===== src/rtl/bfg_pkg.sv =====
// bfg_pkg: widths, payload and control structs, register codes and constant
// tables (discharge curve, cell-count reciprocals) for the battery fuel gauge.
// No dependencies; every module under rtl/ refers to it by scoped names.
package bfg_pkg;

  // Field widths
  localparam int RAW_W      = 12;
  localparam int VOLT_W     = 21;   // voltage in 1/16 mV
  localparam int MV_W       = 17;
  localparam int PCT_W      = 7;
  localparam int CELL_W     = 5;
  localparam int SCALE_W    = 24;
  localparam int RATIO_W    = 16;
  localparam int CAL_W      = 15;

  // Configuration port
  localparam int CFG_IDX_W  = 3;
  localparam int CFG_DATA_W = 24;

  // Discharge curve
  localparam int CURVE_POINTS = 21;
  localparam int SEG_W        = $clog2(CURVE_POINTS);
  localparam int CURVE_V_W    = 17;
  localparam int DV_W         = 13;   // widest segment is 4960
  localparam int Q_W          = 3;    // quotient never exceeds the 5 % step

  // Shared multiply-add unit
  localparam int MAC_A_W = 28;
  localparam int MAC_B_W = 16;
  localparam int ACC_W   = 52;

  // Reciprocals: floor(n/10) = (n * DIV10_RECIP) >> DIV10_SHIFT for n < 2^26
  localparam int DIV10_SHIFT = 27;
  localparam logic [MAC_A_W-1:0] DIV10_RECIP = 28'd13421773;
  localparam int CELL_SHIFT = 26;
  localparam int RECIP_W    = 27;

  localparam logic [VOLT_W-1:0] VOLT_MAX = {VOLT_W{1'b1}};
  localparam logic [MV_W-1:0]   MV_MAX   = {MV_W{1'b1}};
  localparam logic [PCT_W-1:0]  PCT_MAX  = 7'd100;

  typedef enum logic [CFG_IDX_W-1:0] {
    REG_ADC_SCALE = 3'd0,
    REG_DIV_RATIO = 3'd1,
    REG_CAL       = 3'd2,
    REG_CELLS     = 3'd3,
    REG_WARN      = 3'd4
  } cfg_reg_t;

  typedef struct packed {
    logic             sample_ok;
    logic [RAW_W-1:0] raw_count;
  } sample_t;

  typedef struct packed {
    logic             reading_valid;
    logic [MV_W-1:0]  pack_millivolts;
    logic [PCT_W-1:0] charge_percent;
    logic             low_warning;
  } reading_t;

  typedef struct packed {
    logic [SCALE_W-1:0] adc_scale_q16;
    logic [RATIO_W-1:0] divider_ratio_q8;
    logic [CAL_W-1:0]   calibration_q14;
    logic [CELL_W-1:0]  cell_count;
    logic [PCT_W-1:0]   warn_percent;
  } cfg_t;

  // acc <= base +/- a * b when en
  typedef struct packed {
    logic               en;
    logic               sub;
    logic [MAC_A_W-1:0] a;
    logic [MAC_B_W-1:0] b;
    logic [ACC_W-1:0]   base;
  } mac_op_t;

  typedef struct packed {
    logic idle;
    logic done;
  } seq_stat_t;

  // Per-cell curve voltage, 1/16 mV, descending
  function automatic logic [CURVE_V_W-1:0] curve_v(input logic [SEG_W-1:0] idx);
    logic [CURVE_V_W-1:0] v;
    case (idx)
      5'd0:  v = 17'd67200;
      5'd1:  v = 17'd66400;
      5'd2:  v = 17'd65760;
      5'd3:  v = 17'd65280;
      5'd4:  v = 17'd64320;
      5'd5:  v = 17'd63680;
      5'd6:  v = 17'd63200;
      5'd7:  v = 17'd62560;
      5'd8:  v = 17'd61920;
      5'd9:  v = 17'd61600;
      5'd10: v = 17'd61440;
      5'd11: v = 17'd61120;
      5'd12: v = 17'd60800;
      5'd13: v = 17'd60640;
      5'd14: v = 17'd60320;
      5'd15: v = 17'd60000;
      5'd16: v = 17'd59680;
      5'd17: v = 17'd59360;
      5'd18: v = 17'd59040;
      5'd19: v = 17'd57760;
      5'd20: v = 17'd52800;
      default: v = '0;
    endcase
    return v;
  endfunction

  function automatic logic [PCT_W-1:0] curve_p(input logic [SEG_W-1:0] idx);
    logic [PCT_W-1:0] p;
    case (idx)
      5'd0:  p = 7'd100;
      5'd1:  p = 7'd95;
      5'd2:  p = 7'd90;
      5'd3:  p = 7'd85;
      5'd4:  p = 7'd80;
      5'd5:  p = 7'd75;
      5'd6:  p = 7'd70;
      5'd7:  p = 7'd65;
      5'd8:  p = 7'd60;
      5'd9:  p = 7'd55;
      5'd10: p = 7'd50;
      5'd11: p = 7'd45;
      5'd12: p = 7'd40;
      5'd13: p = 7'd35;
      5'd14: p = 7'd30;
      5'd15: p = 7'd25;
      5'd16: p = 7'd20;
      5'd17: p = 7'd15;
      5'd18: p = 7'd10;
      5'd19: p = 7'd5;
      default: p = '0;
    endcase
    return p;
  endfunction

  // ceil(2^26 / n); a count of zero is taken as one cell
  function automatic logic [RECIP_W-1:0] cell_recip(input logic [CELL_W-1:0] n);
    logic [RECIP_W-1:0] r;
    case (n)
      5'd0:  r = 27'd67108864;
      5'd1:  r = 27'd67108864;
      5'd2:  r = 27'd33554432;
      5'd3:  r = 27'd22369622;
      5'd4:  r = 27'd16777216;
      5'd5:  r = 27'd13421773;
      5'd6:  r = 27'd11184811;
      5'd7:  r = 27'd9586981;
      5'd8:  r = 27'd8388608;
      5'd9:  r = 27'd7456541;
      5'd10: r = 27'd6710887;
      5'd11: r = 27'd6100806;
      5'd12: r = 27'd5592406;
      5'd13: r = 27'd5162221;
      5'd14: r = 27'd4793491;
      5'd15: r = 27'd4473925;
      5'd16: r = 27'd4194304;
      5'd17: r = 27'd3947581;
      5'd18: r = 27'd3728271;
      5'd19: r = 27'd3532046;
      5'd20: r = 27'd3355444;
      5'd21: r = 27'd3195661;
      5'd22: r = 27'd3050403;
      5'd23: r = 27'd2917777;
      5'd24: r = 27'd2796203;
      5'd25: r = 27'd2684355;
      5'd26: r = 27'd2581111;
      5'd27: r = 27'd2485514;
      5'd28: r = 27'd2396746;
      5'd29: r = 27'd2314099;
      5'd30: r = 27'd2236963;
      default: r = 27'd2164803;
    endcase
    return r;
  endfunction

endpackage


===== src/rtl/bfg_mac.sv =====
// bfg_mac: the shared multiply-add unit, acc <= base +/- a * b, registered.
// Depends on bfg_pkg for widths and the operation struct.
module bfg_mac (
  input  logic                           clk,
  input  bfg_pkg::mac_op_t               op,
  output logic [bfg_pkg::ACC_W-1:0]      acc
);

  logic [bfg_pkg::MAC_A_W+bfg_pkg::MAC_B_W-1:0] prod;
  logic [bfg_pkg::ACC_W-1:0]                    prod_ext;

  assign prod     = op.a * op.b;
  assign prod_ext = bfg_pkg::ACC_W'(prod);

  always_ff @(posedge clk) begin
    if (op.en) begin
      acc <= op.sub ? (op.base - prod_ext) : (op.base + prod_ext);
    end
  end

endmodule


===== src/rtl/bfg_seq.sv =====
// bfg_seq: sequencer for one gauge request; drives the shared multiply-add
// unit step by step, holds the filter and warning state. Depends on bfg_pkg.
module bfg_seq (
  input  logic                       clk,
  input  logic                       rst,
  input  logic                       start,
  input  bfg_pkg::sample_t           sample,
  input  bfg_pkg::cfg_t              cfg,
  input  logic                       take,
  input  logic [bfg_pkg::ACC_W-1:0]  acc,
  output bfg_pkg::mac_op_t           op,
  output bfg_pkg::seq_stat_t         stat,
  output bfg_pkg::reading_t          reading
);

  localparam int ACC_W   = bfg_pkg::ACC_W;
  localparam int VOLT_W  = bfg_pkg::VOLT_W;
  localparam int SEG_W   = bfg_pkg::SEG_W;
  localparam int PCT_W   = bfg_pkg::PCT_W;
  localparam int Q_W     = bfg_pkg::Q_W;
  localparam int P1_W    = bfg_pkg::RAW_W + bfg_pkg::SCALE_W;   // raw * scale
  localparam int LO_W    = 24;                                  // split of a wide a-operand
  localparam int HALF_B  = bfg_pkg::MAC_B_W;                    // split of a wide b-operand
  localparam int T_LSB   = 20;
  localparam int T_W     = ACC_W - T_LSB;
  localparam int CAL_SH  = 14;
  localparam int N_W     = 25;                                  // 7*avg + 3*v + 5
  localparam int QT_W    = ACC_W - bfg_pkg::DIV10_SHIFT;
  localparam logic [bfg_pkg::MAC_B_W-1:0] EMA_OLD_WT = 16'd7;
  localparam logic [bfg_pkg::MAC_B_W-1:0] EMA_NEW_WT = 16'd3;
  localparam logic [ACC_W-1:0]            EMA_ROUND  = 52'd5;
  localparam logic [VOLT_W:0]             MV_ROUND   = 22'd8;

  typedef enum logic [15:0] {
    ST_IDLE    = 16'b0000_0000_0000_0001,
    ST_MUL_RAW = 16'b0000_0000_0000_0010,
    ST_MR_HI   = 16'b0000_0000_0000_0100,
    ST_MR_LO   = 16'b0000_0000_0000_1000,
    ST_MC_HI   = 16'b0000_0000_0001_0000,
    ST_MC_LO   = 16'b0000_0000_0010_0000,
    ST_SAT     = 16'b0000_0000_0100_0000,
    ST_EMA_V   = 16'b0000_0000_1000_0000,
    ST_D10_HI  = 16'b0000_0001_0000_0000,
    ST_D10_LO  = 16'b0000_0010_0000_0000,
    ST_AVG     = 16'b0000_0100_0000_0000,
    ST_CELL_LO = 16'b0000_1000_0000_0000,
    ST_RANGE   = 16'b0001_0000_0000_0000,
    ST_SEARCH  = 16'b0010_0000_0000_0000,
    ST_QDIV    = 16'b0100_0000_0000_0000,
    ST_FINISH  = 16'b1000_0000_0000_0000
  } state_t;

  state_t                    state, state_next;
  logic [bfg_pkg::RAW_W-1:0] raw, raw_next;
  logic [P1_W-1:0]           tmp, tmp_next;
  logic [VOLT_W-1:0]         vreg, vreg_next;
  logic [VOLT_W-1:0]         avg, avg_next;
  logic [VOLT_W-1:0]         creg, creg_next;
  logic [SEG_W-1:0]          seg, seg_next;
  logic [Q_W-1:0]            q, q_next;
  logic [PCT_W-1:0]          pct, pct_next;
  logic                      res_ok, res_ok_next;
  logic                      have_average, have_average_next;
  logic                      was_low, was_low_next;
  logic                      reported_valid, reported_valid_next;

  logic [SEG_W-1:0]               seg_nx;
  logic [bfg_pkg::CURVE_V_W-1:0]  v_hi, v_lo;
  logic [bfg_pkg::DV_W-1:0]       dv;
  logic [bfg_pkg::DV_W:0]         two_dv;
  logic [PCT_W-1:0]               dp;
  logic [T_W-1:0]                 t_val;
  logic [VOLT_W-1:0]              v_sat, avg_new, cell_v;
  logic [QT_W-1:0]                quot;
  logic [PCT_W:0]                 pct_sum;
  logic [VOLT_W:0]                mv_rnd;
  logic [bfg_pkg::MV_W-1:0]       mv_sat;
  logic [bfg_pkg::RECIP_W-1:0]    recip;
  logic                           low_now;

  // segment between curve points seg and seg+1
  assign seg_nx = seg + SEG_W'(1);
  assign v_hi   = bfg_pkg::curve_v(seg);
  assign v_lo   = bfg_pkg::curve_v(seg_nx);
  assign dv     = bfg_pkg::DV_W'(v_hi - v_lo);
  assign two_dv = {dv, 1'b0};
  assign dp     = bfg_pkg::curve_p(seg) - bfg_pkg::curve_p(seg_nx);

  assign t_val  = acc[ACC_W-1:T_LSB];
  assign v_sat  = (|acc[ACC_W-1:CAL_SH+VOLT_W]) ? bfg_pkg::VOLT_MAX
                                                 : acc[CAL_SH+VOLT_W-1:CAL_SH];
  assign quot   = acc[ACC_W-1:bfg_pkg::DIV10_SHIFT];
  assign avg_new = (quot > QT_W'(bfg_pkg::VOLT_MAX)) ? bfg_pkg::VOLT_MAX
                                                     : quot[VOLT_W-1:0];
  assign cell_v = acc[bfg_pkg::CELL_SHIFT+VOLT_W-1:bfg_pkg::CELL_SHIFT];
  assign recip  = bfg_pkg::cell_recip(cfg.cell_count);
  assign pct_sum = {1'b0, bfg_pkg::curve_p(seg_nx)} + (PCT_W+1)'(q);

  always_comb begin
    state_next          = state;
    raw_next            = raw;
    tmp_next            = tmp;
    vreg_next           = vreg;
    avg_next            = avg;
    creg_next           = creg;
    seg_next            = seg;
    q_next              = q;
    pct_next            = pct;
    res_ok_next         = res_ok;
    have_average_next   = have_average;
    was_low_next        = was_low;
    reported_valid_next = reported_valid;
    op                  = '0;

    unique case (state)
      ST_IDLE: begin
        if (start) begin
          if (sample.sample_ok) begin
            raw_next   = sample.raw_count;
            state_next = ST_MUL_RAW;
          end else if (reported_valid) begin
            res_ok_next = 1'b0;
            state_next  = ST_FINISH;
          end
        end
      end
      ST_MUL_RAW: begin
        op.en      = 1'b1;
        op.a       = bfg_pkg::MAC_A_W'(cfg.adc_scale_q16);
        op.b       = bfg_pkg::MAC_B_W'(raw);
        state_next = ST_MR_HI;
      end
      ST_MR_HI: begin
        tmp_next   = acc[P1_W-1:0];
        op.en      = 1'b1;
        op.a       = bfg_pkg::MAC_A_W'(acc[P1_W-1:LO_W]);
        op.b       = bfg_pkg::MAC_B_W'(cfg.divider_ratio_q8);
        state_next = ST_MR_LO;
      end
      ST_MR_LO: begin
        op.en      = 1'b1;
        op.a       = bfg_pkg::MAC_A_W'(tmp[LO_W-1:0]);
        op.b       = bfg_pkg::MAC_B_W'(cfg.divider_ratio_q8);
        op.base    = {acc[ACC_W-LO_W-1:0], {LO_W{1'b0}}};
        state_next = ST_MC_HI;
      end
      ST_MC_HI: begin
        tmp_next   = P1_W'(t_val);
        op.en      = 1'b1;
        op.a       = bfg_pkg::MAC_A_W'(t_val[T_W-1:LO_W]);
        op.b       = bfg_pkg::MAC_B_W'(cfg.calibration_q14);
        state_next = ST_MC_LO;
      end
      ST_MC_LO: begin
        op.en      = 1'b1;
        op.a       = bfg_pkg::MAC_A_W'(tmp[LO_W-1:0]);
        op.b       = bfg_pkg::MAC_B_W'(cfg.calibration_q14);
        op.base    = {acc[ACC_W-LO_W-1:0], {LO_W{1'b0}}};
        state_next = ST_SAT;
      end
      ST_SAT: begin
        vreg_next = v_sat;
        op.en     = 1'b1;
        if (have_average) begin
          op.a       = bfg_pkg::MAC_A_W'(avg);
          op.b       = EMA_OLD_WT;
          op.base    = EMA_ROUND;
          state_next = ST_EMA_V;
        end else begin
          // first sample seeds the average
          avg_next          = v_sat;
          have_average_next = 1'b1;
          op.a              = bfg_pkg::MAC_A_W'(recip);
          op.b              = bfg_pkg::MAC_B_W'(v_sat[VOLT_W-1:HALF_B]);
          state_next        = ST_CELL_LO;
        end
      end
      ST_EMA_V: begin
        op.en      = 1'b1;
        op.a       = bfg_pkg::MAC_A_W'(vreg);
        op.b       = EMA_NEW_WT;
        op.base    = acc;
        state_next = ST_D10_HI;
      end
      ST_D10_HI: begin
        tmp_next   = P1_W'(acc[N_W-1:0]);
        op.en      = 1'b1;
        op.a       = bfg_pkg::DIV10_RECIP;
        op.b       = bfg_pkg::MAC_B_W'(acc[N_W-1:HALF_B]);
        state_next = ST_D10_LO;
      end
      ST_D10_LO: begin
        op.en      = 1'b1;
        op.a       = bfg_pkg::DIV10_RECIP;
        op.b       = tmp[HALF_B-1:0];
        op.base    = {acc[ACC_W-HALF_B-1:0], {HALF_B{1'b0}}};
        state_next = ST_AVG;
      end
      ST_AVG: begin
        avg_next   = avg_new;
        op.en      = 1'b1;
        op.a       = bfg_pkg::MAC_A_W'(recip);
        op.b       = bfg_pkg::MAC_B_W'(avg_new[VOLT_W-1:HALF_B]);
        state_next = ST_CELL_LO;
      end
      ST_CELL_LO: begin
        op.en      = 1'b1;
        op.a       = bfg_pkg::MAC_A_W'(recip);
        op.b       = avg[HALF_B-1:0];
        op.base    = {acc[ACC_W-HALF_B-1:0], {HALF_B{1'b0}}};
        state_next = ST_RANGE;
      end
      ST_RANGE: begin
        creg_next   = cell_v;
        res_ok_next = 1'b1;
        if (cell_v >= VOLT_W'(bfg_pkg::curve_v('0))) begin
          pct_next   = bfg_pkg::PCT_MAX;
          state_next = ST_FINISH;
        end else if (cell_v <= VOLT_W'(bfg_pkg::curve_v(SEG_W'(bfg_pkg::CURVE_POINTS - 1))))
        begin
          pct_next   = '0;
          state_next = ST_FINISH;
        end else begin
          seg_next   = '0;
          state_next = ST_SEARCH;
        end
      end
      ST_SEARCH: begin
        if (creg > VOLT_W'(v_lo)) begin
          // numerator 2*(c - vlo)*dp + dv, quotient by 2*dv follows
          op.en      = 1'b1;
          op.a       = bfg_pkg::MAC_A_W'(creg - VOLT_W'(v_lo));
          op.b       = bfg_pkg::MAC_B_W'({dp, 1'b0});
          op.base    = ACC_W'(dv);
          q_next     = '0;
          state_next = ST_QDIV;
        end else begin
          seg_next = seg_nx;
        end
      end
      ST_QDIV: begin
        if (acc >= ACC_W'(two_dv)) begin
          op.en   = 1'b1;
          op.sub  = 1'b1;
          op.a    = bfg_pkg::MAC_A_W'(two_dv);
          op.b    = bfg_pkg::MAC_B_W'(1);
          op.base = acc;
          q_next  = q + Q_W'(1);
        end else begin
          pct_next   = (pct_sum > (PCT_W+1)'(bfg_pkg::PCT_MAX)) ? bfg_pkg::PCT_MAX
                                                                : pct_sum[PCT_W-1:0];
          state_next = ST_FINISH;
        end
      end
      ST_FINISH: begin
        if (take) begin
          state_next = ST_IDLE;
          if (res_ok) begin
            was_low_next        = low_now;
            reported_valid_next = 1'b1;
          end else begin
            reported_valid_next = 1'b0;
          end
        end
      end
      default: state_next = ST_IDLE;
    endcase
  end

  always_ff @(posedge clk) begin
    if (rst) begin
      state          <= ST_IDLE;
      have_average   <= 1'b0;
      was_low        <= 1'b0;
      reported_valid <= 1'b0;
      res_ok         <= 1'b0;
    end else begin
      state          <= state_next;
      have_average   <= have_average_next;
      was_low        <= was_low_next;
      reported_valid <= reported_valid_next;
      res_ok         <= res_ok_next;
    end
  end

  always_ff @(posedge clk) begin
    raw  <= raw_next;
    tmp  <= tmp_next;
    vreg <= vreg_next;
    avg  <= avg_next;
    creg <= creg_next;
    seg  <= seg_next;
    q    <= q_next;
    pct  <= pct_next;
  end

  // (avg + 8) >> 4, saturated
  assign mv_rnd  = {1'b0, avg} + MV_ROUND;
  assign mv_sat  = mv_rnd[VOLT_W:4] > (VOLT_W-3)'(bfg_pkg::MV_MAX) ? bfg_pkg::MV_MAX
                                                                  : mv_rnd[bfg_pkg::MV_W+3:4];
  assign low_now = pct <= cfg.warn_percent;

  assign stat.idle = (state == ST_IDLE);
  assign stat.done = (state == ST_FINISH);

  assign reading.reading_valid   = res_ok;
  assign reading.pack_millivolts = res_ok ? mv_sat : '0;
  assign reading.charge_percent  = res_ok ? pct : '0;
  assign reading.low_warning     = res_ok & low_now & ~was_low;

endmodule


===== src/rtl/battery_fuel_gauge_unit.sv =====
// battery_fuel_gauge_unit: top level; configuration registers, input and
// output handshakes, result register. Uses bfg_pkg, bfg_mac and bfg_seq.
//
//   channel   dir  handshake                    payload
//   sample    in   sample_valid / sample_stall  bfg_pkg::sample_t
//   result    out  result_valid / result_stall  bfg_pkg::reading_t
//   cfg       in   cfg_write                    cfg_index, cfg_data
//
// A good sample is loaded after 7 multiply-add steps, range check and hand-off,
// with 4 more steps once the average is seeded, up to 20 curve segment checks
// and 6 quotient steps, all on one multiplier. A failed read goes straight to
// hand-off only if the last result was valid, else it gives no result. One request is in flight;
// the next is taken once the result is in the output register, even if stalled.
// Reset is synchronous and restores the register defaults; no clearing pass.
module battery_fuel_gauge_unit (
  input  logic                              clk,
  input  logic                              rst,
  input  logic                              sample_valid,
  output logic                              sample_stall,
  input  bfg_pkg::sample_t                  sample,
  output logic                              result_valid,
  input  logic                              result_stall,
  output bfg_pkg::reading_t                 result,
  input  logic                              cfg_write,
  input  logic [bfg_pkg::CFG_IDX_W-1:0]     cfg_index,
  input  logic [bfg_pkg::CFG_DATA_W-1:0]    cfg_data
);

  bfg_pkg::cfg_t              cfg;
  bfg_pkg::mac_op_t           op;
  bfg_pkg::seq_stat_t         stat;
  bfg_pkg::reading_t          reading;
  logic [bfg_pkg::ACC_W-1:0]  acc;
  logic                       start;
  logic                       take;

  assign sample_stall = ~stat.idle;
  assign start        = sample_valid & ~sample_stall;
  assign take         = stat.done & (~result_valid | ~result_stall);

  always_ff @(posedge clk) begin
    if (rst) begin
      cfg.adc_scale_q16    <= 24'd28800;
      cfg.divider_ratio_q8 <= 16'd2355;
      cfg.calibration_q14  <= 15'd16384;
      cfg.cell_count       <= 5'd1;
      cfg.warn_percent     <= 7'd20;
    end else if (cfg_write) begin
      unique case (bfg_pkg::cfg_reg_t'(cfg_index))
        bfg_pkg::REG_ADC_SCALE: cfg.adc_scale_q16    <= cfg_data[bfg_pkg::SCALE_W-1:0];
        bfg_pkg::REG_DIV_RATIO: cfg.divider_ratio_q8 <= cfg_data[bfg_pkg::RATIO_W-1:0];
        bfg_pkg::REG_CAL:       cfg.calibration_q14  <= cfg_data[bfg_pkg::CAL_W-1:0];
        bfg_pkg::REG_CELLS:     cfg.cell_count       <= cfg_data[bfg_pkg::CELL_W-1:0];
        bfg_pkg::REG_WARN:      cfg.warn_percent     <= cfg_data[bfg_pkg::PCT_W-1:0];
        default: ;
      endcase
    end
  end

  bfg_mac u_mac (
    .clk (clk),
    .op  (op),
    .acc (acc)
  );

  bfg_seq u_seq (
    .clk     (clk),
    .rst     (rst),
    .start   (start),
    .sample  (sample),
    .cfg     (cfg),
    .take    (take),
    .acc     (acc),
    .op      (op),
    .stat    (stat),
    .reading (reading)
  );

  // output register: holds a finished result until the consumer takes it
  always_ff @(posedge clk) begin
    if (rst) begin
      result_valid <= 1'b0;
    end else if (take) begin
      result_valid <= 1'b1;
    end else if (~result_stall) begin
      result_valid <= 1'b0;
    end
  end

  always_ff @(posedge clk) begin
    if (take) begin
      result <= reading;
    end
  end

  // a good sample always starts the engine; a silent failed read does not
  a_busy_after_accept: assert property (@(posedge clk) disable iff (rst)
    sample_valid && !sample_stall && sample.sample_ok |=> sample_stall)
    else $error("engine accepted a request without going busy");

  a_invalid_is_zero: assert property (@(posedge clk) disable iff (rst)
    result_valid && !result.reading_valid |->
      result.pack_millivolts == '0 && result.charge_percent == '0 && !result.low_warning)
    else $error("invalid reading carries a non-zero payload");

  a_percent_range: assert property (@(posedge clk) disable iff (rst)
    result_valid |-> result.charge_percent <= bfg_pkg::PCT_MAX)
    else $error("charge percent above 100");

endmodule

===== config.mk =====
export PLATFORM = sky130hd
export DESIGN_NAME = battery_fuel_gauge_unit
export DESIGN_NICKNAME = d
export VERILOG_FILES = /design/src/rtl/bfg_pkg.sv /design/src/rtl/bfg_mac.sv /design/src/rtl/bfg_seq.sv /design/src/rtl/battery_fuel_gauge_unit.sv
export SDC_FILE = /design/constraint.sdc
export NUM_CORES = 2
export LEC_CHECK = 0
export ABC_CLOCK_PERIOD_IN_PS = 18450
export BUFFER_PORTS_ARGS = -buffer_cell sky130_fd_sc_hd__buf_2
export CORE_MARGIN = 2
export CORE_UTILIZATION = 55
export CTS_BUF_LIST = sky130_fd_sc_hd__clkbuf_2
export DETAILED_ROUTE_END_ITERATION = 10
export PLACE_DENSITY_LB_ADDON = 0.1
export SYNTH_ARGS = -nofsm -noshare
export SYNTH_HDL_FRONTEND = slang
export SYNTH_SLANG_ARGS = --single-unit

===== constraint.sdc =====
create_clock -name clk -period 18.45 [get_ports clk]
set_input_delay 2.7675 -clock clk [delete_from_list [all_inputs] [get_ports clk]]
set_output_delay 2.7675 -clock clk [all_outputs]
set_load 0.03 [all_outputs]

==> impl_results.md <==
- Status: finished, final reports clean
- Slowest-stage cell, CP: ha_1
- Clk buf depth: 3
- Cts repair resizes: 0
- Core Area: 0.0656 sq mm
- Post-route clock period utilization: 93.5%
- Final Instance Area: 0.0384 sq mm
- Initial Util: 55.4%
- CP dominant cell by count: inv_1
- Initial antenna violation count: 7
- Crit path required time: 19.31 ns
- Final GP Congestion: 0.991
- Setup Skew: 0.121 ns
- Unrepaired setup endpoints after global routing: false
- EDFF count, synth: 192
- Async SR Flop Fraction: 0%
- Clk root buf: clkbuf_2
- H-tree depth: 3
- Vias in the first global route: 30.7k
- Dpl cells: 5033
- Area grow syn2layout: 5.57%
- Min cycle time layout: 17.25 ns
- Register area share after synthesis: 23.0%
- First-pass GRT wire length: 191000 um
- Max FO, Critical Path: 32
- TritonCTS clock tree: done
- Crit start category: register
- Worst skew pair latency: 1.13 ns
- DR WL/cell: 24.5 um
- Hold Crit Class: reg2reg
- P per Cell Area: 38.4 mW/mm^2
- Share of cells above drive strength 1: 9.51%
- DP Area: 0.0376 sq mm
- Die Ht: 261 um
- Hold Vio Cnt, Final: 0
- Pre-CTS WS: 1.20 ns
- Fmax: 58.0 MHz
- # clock sinks: 322
- Final std cells w/o fill: 5190
- Die width: 261 um
- Post-CTS setup buffer count: 0
- Initial DRC Count: 4206
- IO Count: 73
- Grt ovf: 0
- Final HPWL DP: 97000 um
- Drt drc: 0
- Final setup fails: 0
- Hold slack: 0.461 ns
- Clk slew on worst S/H paths: 0.15 ns
- CP endpoint kind: register
- Fin. max-slew vios: 0
- Final Total Pwr: 1.47 mW
- Post-synth design cell area: 0.0364 sq mm
- Fin util: 58.5%
- Final worst slack: 1.20 ns
- Port bufs: 72
- Synth Flop Type: edfxtp_1
- GRT Util Overall: 37.3%
- VDD IR-drop max: 0.0336 mV
- Routed Antenna Nets: 0
- Worst-Margin Slew: 1.30 ns
- Flop and latch count out of synthesis: 322
- Slew headroom: 13.5%
- Critical path type: reg2reg
- Site Rows: 94
- Leakage: 17.5 nW
- Synth Warn #: 0
- CTS Buf Count: 84
- Via density: 6.26
- Max Cap Violations: 0
- Drt total wl: 127000 um
- Routed vias: 32.5k
- Data arrival time of the worst path: 18.10 ns
- Post-Syn Instances: 4234
- Die ar.: 0.0682 sq mm
- Mapped Avg Cell Area: 8.59 sq um
- Distinct cells, synth: 95
- # hold bufs at CTS: 0
- Largest net degree at the start of global routing: 91
- TNS Setup: 0 ns
- Nets: 4901
- Slowest cell delay on critical path: 0.93 ns
- Drt pass-1 iters: 7
[sequential cells by signal, summed over array words and instances, names as in the netlist, 3 cells and up, named ones only]
name / flops
u_seq.v_hi: 8
u_seq.raw: 12
u_seq.recip: 27
u_seq.seg: 5
result: 26
u_seq.state: 16
u_seq.vreg: 21
u_seq.tmp: 24
u_mac.acc: 52
u_seq.creg: 21
u_seq.avg: 21
cfg: 67
u_seq.q: 3
u_seq.pct: 7
[cell usage in the layout (no fill, tap or decap), types with 29 or more instances in the layout]
| master | count |
|---|---|
| nand2_1 | 634 |
| inv_1 | 508 |
| fa_1 | 367 |
| nor2_1 | 280 |
| a21oi_1 | 275 |
| ha_1 | 233 |
| edfxtp_1 | 192 |
| o21ai_0 | 135 |
| dfxtp_1 | 130 |
| clkbuf_2 | 122 |
| and2_1 | 115 |
| xnor2_1 | 101 |
| buf_4 | 78 |
| buf_2 | 73 |
| nand3_1 | 70 |
| a21o_1 | 69 |
| xor2_1 | 64 |
| nor3_1 | 60 |
| a22oi_1 | 49 |
| or2_2 | 44 |
| nor2b_1 | 39 |
| nand4_1 | 34 |
| a222oi_1 | 34 |
| or3_1 | 31 |
| a221o_1 | 29 |
| a221oi_1 | 29 |
[path summary, 6_finish.rpt]
check                             startpoint       endpoint  slack [ns]  depth (start not counted)
worst min register to register       cfg[25]        cfg[25]        0.46                          2
worst max-delay path            u_seq.seg[1]  u_mac.acc[51]        1.20                         57
worst min-delay path                 cfg[25]        cfg[25]        0.46                          2
worst max register to register  u_seq.seg[1]  u_mac.acc[51]        1.20                         57
[power by group]
group	leakage, nW	internal [mW]	switching, mW
registers	2.94	0.775	0.0161
logic	13.9	0.0544	0.112
clock network	0.580	0.182	0.335
[synthesized netlist by cell type, types with 11 or more instances]
| cell type | number | area, sq um |
|---|---|---|
| buf_1 | 13 | 48.8 |
| o21bai_1 | 20 | 150 |
| or2_2 | 44 | 275 |
| o211ai_1 | 22 | 165 |
| a221oi_1 | 30 | 263 |
| clkbuf_1 | 173 | 649 |
| a221o_1 | 29 | 290 |
| and2_1 | 115 | 719 |
| ha_1 | 233 | 2920 |
| nand3_1 | 72 | 360 |
| o2111ai_1 | 11 | 96.3 |
| or3_1 | 31 | 194 |
| fa_1 | 367 | 7350 |
| nand3b_1 | 20 | 150 |
| edfxtp_1 | 192 | 5770 |
| nor4_1 | 28 | 175 |
| a22oi_1 | 49 | 368 |
| a31o_2 | 15 | 131 |
| a211oi_1 | 24 | 180 |
| buf_2 | 32 | 160 |
| o31ai_1 | 25 | 188 |
| nand4_1 | 34 | 213 |
| and3_1 | 26 | 163 |
| xor2_1 | 64 | 561 |
| a21o_1 | 69 | 518 |
| mux2_2 | 27 | 304 |
| o21ai_0 | 136 | 681 |
| mux2i_1 | 13 | 130 |
| nor2b_1 | 39 | 244 |
| dfxtp_1 | 130 | 2600 |
| a22o_1 | 20 | 175 |
| nor2_1 | 280 | 1050 |
| inv_1 | 508 | 1910 |
| xnor2_1 | 101 | 885 |
| a31oi_1 | 28 | 175 |
| nand2_1 | 634 | 2380 |
| nor3_1 | 63 | 315 |
| a21oi_1 | 277 | 1390 |
| nand2b_1 | 23 | 144 |
| a222oi_1 | 34 | 340 |
| o21a_1 | 17 | 128 |
[logic make-up after synthesis]
| family | after synthesis | share of synthesized area [%] |
|---|---|---|
| AO/OA/AOI/OAI | 911 | 17.0 |
| XOR/XNOR | 165 | 3.97 |
| buffers and inverters | 731 | 7.72 |
| adder cells (fa/ha/maj) | 601 | 28.2 |
| other | 2 | 0.0206 |
| AND/OR/NAND/NOR | 1462 | 18.9 |
| multiplexers | 40 | 1.19 |
| flip-flops | 322 | 23.0 |
[metal layers]
layer  vias up  global-route usage (%)  routed length, um
li1      14500                       -                  -
met4         8                    13.8               5090
met3       291                    10.9              16100
met2      1901                    52.7              52500
met1     15700                    54.2              53500
met5         -                       0                 50
[layout make-up]
cell class / instances / area (sq um)
inverters: 509 / 1910
diodes: 5 / 12.5
clock buffers: 122 / 611
flip-flops and latches: 322 / 8370
clock inverters: 29 / 141
well taps: 864 / 1080
multi-input cells: 3188 / 25300
repair buffers: 151 / 951
fillers: 6076 / 27200
[worst max-delay path: cells and delay by family, from the launching register on]
kind                     cells  cell delay [ns]
AND/OR/NAND/NOR             13             3.21
buffers and inverters        7             0.66
adder cells (fa/ha/maj)     12             5.81
XOR/XNOR                     3             0.67
AO/OA/AOI/OAI               22             5.92
flip-flops                   1             0.74
Power figures use the tool's default switching activity.
